## src/image_resample_area_bilinear_top_defines.svh

```systemverilog
// Assertion macros for the image resampler.
`ifndef IMAGE_RESAMPLE_AREA_BILINEAR_TOP_DEFINES_SVH
`define IMAGE_RESAMPLE_AREA_BILINEAR_TOP_DEFINES_SVH
`ifndef NO_ASSERTIONS
`define IMGRS_ASSERT(label, prop) \
  label: assert property (@(posedge clk) disable iff (rst) prop) else $error("assertion failed");
`define IMGRS_ASSERT_NEXT(label, pre, post) \
  label: assert property (@(posedge clk) disable iff (rst) pre |=> post) else $error("assertion failed");
`else
`define IMGRS_ASSERT(label, prop)
`define IMGRS_ASSERT_NEXT(label, pre, post)
`endif
`endif

```

## src/imgrs_pkg.sv

```systemverilog
// Shared types, constants and codes of the image resampler.
package imgrs_pkg;

  localparam int SRC_PIXELS = 4096;
  localparam int MAX_DIM    = 2048;
  localparam int ADDR_W     = 12;
  localparam int DIM_W      = 12;
  localparam int POS_W      = 11;
  localparam int SPAN_W     = 23;
  localparam int WT_W       = 13;
  localparam int W_W        = 26;
  localparam int SUM_W      = 34;
  localparam int DIVR_W     = 34;
  localparam int NUM_W      = 42;
  localparam int CFG_IDX_W  = 3;
  localparam int CFG_DATA_W = 12;

  localparam logic [CFG_IDX_W-1:0] CFG_SOURCE_WIDTH  = 3'd0;
  localparam logic [CFG_IDX_W-1:0] CFG_SOURCE_HEIGHT = 3'd1;
  localparam logic [CFG_IDX_W-1:0] CFG_TARGET_WIDTH  = 3'd2;
  localparam logic [CFG_IDX_W-1:0] CFG_TARGET_HEIGHT = 3'd3;
  localparam logic [CFG_IDX_W-1:0] CFG_MAX_VALUE     = 3'd4;

  localparam logic [1:0] KIND_WRITE  = 2'd0;
  localparam logic [1:0] KIND_SAMPLE = 2'd1;
  localparam logic [1:0] KIND_ERROR  = 2'd2;

  typedef struct packed {
    logic        req_type;
    logic [11:0] pixel_index;
    logic [7:0]  in_red;
    logic [7:0]  in_green;
    logic [7:0]  in_blue;
    logic [10:0] target_x;
    logic [10:0] target_y;
  } in_t;

  typedef struct packed {
    logic [7:0] out_red;
    logic [7:0] out_green;
    logic [7:0] out_blue;
    logic       status;
  } out_t;

  typedef struct packed {
    logic [DIM_W-1:0] source_width;
    logic [DIM_W-1:0] source_height;
    logic [DIM_W-1:0] target_width;
    logic [DIM_W-1:0] target_height;
    logic [7:0]       max_value;
  } cfg_t;

  typedef struct packed {
    logic [1:0]        kind;
    logic [ADDR_W-1:0] index;
    logic [23:0]       rgb;
    logic [POS_W-1:0]  tx;
    logic [POS_W-1:0]  ty;
  } cmd_t;

  typedef struct packed {
    logic [POS_W-1:0]  lo;
    logic [POS_W-1:0]  hi;
    logic [WT_W-1:0]   denom;
    logic              blend;
    logic [SPAN_W-1:0] span_start;
    logic [SPAN_W-1:0] span_end;
    logic [DIM_W-1:0]  step;
    logic [SPAN_W-1:0] astart;
  } plan_t;

endpackage

```

## src/imgrs_front.sv

```systemverilog
// Front end: accepts transactions, classifies them and queues them for the back end.
module imgrs_front import imgrs_pkg::*; (
  input  logic clk,
  input  logic rst,
  input  cfg_t cfg,
  input  logic in_valid,
  output logic in_ready,
  input  in_t  in_data,
  output logic q_valid,
  input  logic q_ready,
  output cmd_t q_cmd
);

  cmd_t       slots [2];
  logic       wr_ptr;
  logic       rd_ptr;
  logic [1:0] count;
  cmd_t       cmd_in;
  logic [23:0] area;
  logic       bad;
  logic       push;
  logic       pop;

  function automatic logic dim_ok(logic [DIM_W-1:0] dv);
    return dv != '0 && dv <= DIM_W'(MAX_DIM);
  endfunction

  always_comb begin
    area = {12'd0, cfg.source_width} * {12'd0, cfg.source_height};
    bad  = !dim_ok(cfg.source_width) || !dim_ok(cfg.source_height) ||
           !dim_ok(cfg.target_width) || !dim_ok(cfg.target_height) ||
           cfg.max_value == 8'd0 || area > 24'(SRC_PIXELS) ||
           {1'b0, in_data.target_x} >= cfg.target_width ||
           {1'b0, in_data.target_y} >= cfg.target_height;
    cmd_in.index = in_data.pixel_index;
    cmd_in.rgb   = {in_data.in_red, in_data.in_green, in_data.in_blue};
    cmd_in.tx    = in_data.target_x;
    cmd_in.ty    = in_data.target_y;
    if (!in_data.req_type) begin
      cmd_in.kind = KIND_WRITE;
    end else if (bad) begin
      cmd_in.kind = KIND_ERROR;
    end else begin
      cmd_in.kind = KIND_SAMPLE;
    end
  end

  assign in_ready = count != 2'd2;
  assign q_valid  = count != 2'd0;
  assign q_cmd    = slots[rd_ptr];
  assign push     = in_valid && in_ready;
  assign pop      = q_valid && q_ready;

  always_ff @(posedge clk) begin
    if (push) begin
      slots[wr_ptr] <= cmd_in;
    end
  end

  always_ff @(posedge clk) begin
    if (rst) begin
      wr_ptr <= 1'b0;
      rd_ptr <= 1'b0;
      count  <= '0;
    end else begin
      if (push) wr_ptr <= !wr_ptr;
      if (pop) rd_ptr <= !rd_ptr;
      count <= count + {1'b0, push} - {1'b0, pop};
    end
  end

endmodule

```

## config.mk

```make
export PLATFORM = sky130hd
export DESIGN_NAME = imgrs_front
export DESIGN_NICKNAME = d
export VERILOG_FILES = /design/src/image_resample_area_bilinear_top_defines.svh /design/src/imgrs_pkg.sv /design/src/imgrs_front.sv
export SDC_FILE = /design/constraint.sdc
export NUM_CORES = 1
export LEC_CHECK = 0
export ABC_AREA = 0
export BUFFER_PORTS_ARGS = -buffer_cell sky130_fd_sc_hd__buf_2
export CAP_MARGIN = 20
export CORE_ASPECT_RATIO = 1.1
export CORE_MARGIN = 4
export CORE_UTILIZATION = 60
export CTS_BUF_LIST = sky130_fd_sc_hd__clkbuf_8
export DETAILED_ROUTE_END_ITERATION = 12
export GPL_ROUTABILITY_DRIVEN = 0
export PLACE_DENSITY = 0.85
export SETUP_SLACK_MARGIN = 0.3
export SYNTH_ARGS = -nofsm -noshare
export SYNTH_HDL_FRONTEND = slang
export SYNTH_SLANG_ARGS = --single-unit
```

## constraint.sdc

```tcl
create_clock -name clk -period 12.6 [get_ports clk]
set_input_delay 0 -clock clk [delete_from_list [all_inputs] [get_ports clk]]
set_output_delay 0 -clock clk [all_outputs]
set_load 0.02 [all_outputs]
```

* Word level (Yosys, flattened, before mapping)
Memories as Yosys holds them, arrays and structs flattened. A register that Yosys moved wholly into a read port is not among the register bits.
Cells that the tools add are included.
** Cells by class
- Add/sub/neg operators :: 2
- $mul :: 1
- Magnitude comparators :: 7
- Eq/ne operators :: 1
- Mux-type cells :: 6
- Reduce and logical (&&, ||, !) cells :: 25
** Operators with widths (count)
- 12-bit less-or-equal comparator, second input constant :: 4
- 12-bit nonzero test :: 4
- 11-bit by 12-bit greater-or-equal comparator with 1-bit output :: 2
- 24-bit by 13-bit greater-than comparator with 1-bit output, second input constant :: 1
- 12-bit by 12-bit multiplier with 24-bit output :: 1
- 8-bit logical NOT :: 1
- 1-bit logical OR :: 7
- 1-bit logical AND :: 6
- 1-bit logical NOT :: 6
- 1-bit two-way mux :: 4
- 2-bit two-way mux :: 2
- 2-bit by 1-bit adder with 2-bit output :: 1
- 2-bit != test, second input constant :: 1
- 2-bit nonzero test :: 1
- 2-bit by 1-bit subtractor with 2-bit output :: 1
** Storage, ports and cells
- Bits in registers :: 4
- Bits in writable memories :: 120
- Bits of input ports :: 119
- Output and inout port bits :: 62
- Logic and storage cells :: 46
- Memories :: 1
** Memories
- slots :: depth 2, bits a word 60, read ports 1, clocked after memory_dff 1, write ports 1, line imgrs_front.sv:14 : cmd_t slots [2];

* Logic depth before layout (Yosys ltp)
- Depth after elaboration :: 12
- Gate-level depth with buffers :: 23
- Depth with buffers taken out :: 21

* Worst setup path before layout
No wires, ideal clock.
- Path type :: input to register
- Start point :: in cfg[43] (netlist bit)
- End point :: mem slots[0][59] (netlist bit) (data pin)
- Library setup time :: 269 ps
- Arrival time :: 4970 ps
- Data required time :: 12331 ps
- Setup slack :: 7361 ps
- Stages :: 20
- Path buffers :: 2
- Cells stage by stage :: clkbuf_1 > nand2_1 > fa_1 > fa_1 > inv_1 > fa_1 > fa_1 > inv_1 > fa_1 > inv_1 > ha_1 > buf_2 > a2111o_1 > o211ai_1 > o21ai_0 > xor2_1 > a211oi_2 > nand4_1 > nor4_1 > nor2b_1
** RTL lines
- from (decl) :: line imgrs_front.sv:5 : input cfg_t cfg,
- to (decl) :: line imgrs_front.sv:14

==> out/results.ini <==
[power]
seqPwrFrac = 0.237
power.internal_mw = 1.31
netSwitchingPower_mw = 1.03
leakagePower_nw = 5.62
max-vdd-ir-drop_uv = 87.4
clockPowerShare = 0.163
swShare = 0.439
power.share.combinational = 0.600
powerDensity_mw_per_mm2 = 193
finalPower_mw = 2.34

[timing]
clock.fmax_mhz = 191
post-route-min-period_ns = 5.23
rsz0062_at_grt = no
setup_viol = 0
fin_crit_sh = 0.415
slew_headroom = 0.526
tightestPinTransition_ns = 0.710
tns_ns = 0
slew_violations = 0
timing.hold.ws_ns = 0.0254
fin_worst_skew_ns = 0.0174
hold_viol = 0

[clock_network]
insertion_delay_ns = 0.45
cts.sinks = 125
cts_resized = 0
clock_path_buffers = 2
cts_tree = yes
clockRootBuffer = clkbuf_8
clk_pin_slew_worst_paths_ns = 0.07
cts_buffers = 17
h-tree-depth = 4

[worst_setup_path]
cp-end-kind = flip-flop
start_kind = input port
worstPathMaxFanout = 13
arrival_ns = 5.39
crit_type = input port to flip-flop
required_ns = 12.76
r2r-end = slots[0][18]
worstRegToRegCells = 4
ff2ff_setup_slack_ns = 10.62
reg2reg_from = count[0]

[layout]
area_growth_pct = 21.0
multi_input_area_mm2 = 0.00561
seqCellArea_mm2 = 0.00370
n_antenna_cell = 0
drive_gt1_frac = 0.248
fin_util = 0.741
final_common_cell = buf_2
nets = 1428
fin_cells = 1340
nFillCells = 1036
final_cell_mix = buf_2 (180), inv_1 (164), edfxtp_1 (120)

[floorplanning]
core_mm2 = 0.0164
die_h_um = 144
dieArea_mm2 = 0.0188
ioPinCount = 181
start_util = 0.613
die_x_um = 131
rows = 49

[synthesis]
netlist_instances = 892
seq_area_frac_synth = 0.369
synth_top_flop_cell = edfxtp_1
synthesis.nets = 1197
ys_ff_latch = 125
synthTopCellsByArea = edfxtp_1 (36%), fa_1 (20%), ha_1 (11%), mux2_2 (6.7%), inv_1 (6.0%)
yosys_warnings = 0
yosysTopAreaCell = edfxtp_1
async_reset_ff_frac = 0
yosysUniqueCellTypes = 51
synth_enable_flop_cells = 120
yosysTopAreaCellShare = 0.359
synth_area_per_cell_um2 = 11.2
synth_area_mm2 = 0.0100

[drt]
drtIter0Drc = 569
antenna_left = 0
drc = 0
routedWlPerCell_um = 19.8
routed_wirelength_mm = 26.5
vias_per_cell = 5.62
vias = 7535
dr.pass1.iters = 5

[outcome]
outcome = finished, final reports clean

[worst_hold_path]
min_path_cells = 4
min-delay-start = in_valid
hold_end = wr_ptr
hp-class = input port to flip-flop

[placed_design]
dp_cells = 1246
io_buffers = 180
place.detailed.hpwl_mm = 17.6

[grt]
grt_max_degree = 54
grt_usage = 0.285
antenna_found_initial = 0
grt_overflow_total = 0
grt_pass1_vias = 7819
grt_pass1_wl_mm = 41.9

[flow_run]
cap_violations = 0

-- how the worst max path moves through the flow --
stage / start / end / depth (start not counted)
floorplan: cfg[43] / slots[0][59] / 20
global placement: cfg[47] / slots[0][59] / 20
detailed placement: cfg[47] / slots[0][59] / 19
CTS: cfg[53] / slots[0][59] / 20
global route: cfg[53] / slots[1][59] / 20
finish: cfg[53] / slots[0][59] / 20
-- power by group through the flow --
| stage | sequential (mW) | combinational [mW] | clock (mW) |
|---|---|---|---|
| final | 0.553 | 1.40 | 0.381 |
| after global routing | 0.557 | 1.57 | 0.399 |
| after CTS | 0.547 | 1.39 | 0.364 |
| after detailed placement | 0.555 | 1.36 | 0 |
| after global placement | 0.550 | 1.33 | 0 |
| after floorplan | 0.550 | 1.05 | 0 |
-- logic make-up after synthesis --
logic type               share of synthesized area
AND/OR/NAND/NOR                              0.118
multiplexers                                0.0694
AO/OA/AOI/OAI                               0.0492
buffers and inverters                       0.0724
XOR/XNOR                                    0.0148
adder cells (fa/ha/maj)                      0.307
flip-flops                                   0.369
-- registers in the layout (all words and copies together), names as in the netlist, named ones only --
name	count
wr_ptr	1
rd_ptr	1
count	2
slots	120
-- metrics by stage --
stage / worst slack (ns) / cell area [µm²]
after floorplan: 7.36 / 10000
after global placement: 7.13 / 11100
after detailed placement: 6.98 / 11100
after CTS: 7.43 / 12100
after global routing: 7.10 / 12100
final: 7.37 / 12100
-- per-layer routing --
metal  up-vias  part of all wire  global-route usage
met3        62             0.088              0.0704
met1      3654              0.37               0.343
met4         0             0.027              0.0923
met5         -                 0                   0
li1       3412                 -                   -
met2       407              0.51               0.510
-- area by class of cell --
class                   count  area share
clock buffers              17      0.0193
clock inverters            15      0.0151
inverters                 160      0.0495
multi-input cells         574       0.462
flip-flops and latches    125       0.305
well taps                 204      0.0210
repair buffers            245       0.127
-- repair_timing --
item | 4_1_cts | 5_1_grt
setup buffers | 0 | 0
hold buffers | 62 | 0
hold endpoints to repair | 125 | 0
endpoints found under the setup margin | 0 | 0
-- synthesized netlist by cell type, types with 4 or more instances --
| cell type | instances |
|---|---|
| a21o_1 | 5 |
| a21oi_1 | 20 |
| and2_1 | 57 |
| and3_1 | 5 |
| clkbuf_1 | 31 |
| dfxtp_1 | 5 |
| edfxtp_1 | 120 |
| fa_1 | 100 |
| ha_1 | 86 |
| inv_1 | 160 |
| mux2_2 | 60 |
| nand2_1 | 106 |
| nand2b_1 | 5 |
| nand3_1 | 10 |
| nand4_1 | 4 |
| nor2_1 | 19 |
| nor2b_1 | 4 |
| nor3_1 | 6 |
| nor4_1 | 15 |
| o211ai_1 | 5 |
| o21ai_0 | 11 |
| xnor2_1 | 10 |
| xor2_1 | 7 |
-- worst max-delay path, stage by stage --
cell	delay, ns
buf_2	0.26
nand2_1	0.13
fa_1	0.55
inv_1	0.06
fa_1	0.52
fa_1	0.45
fa_1	0.55
inv_1	0.06
fa_1	0.53
inv_1	0.04
ha_1	0.37
a21oi_1	0.24
o21ai_0	0.14
or2_2	0.30
o21bai_2	0.19
o31a_1	0.21
mux2i_1	0.23
nand4_1	0.12
nor4_1	0.32
nor2b_1	0.11
(Power assumes the default switching activity.)
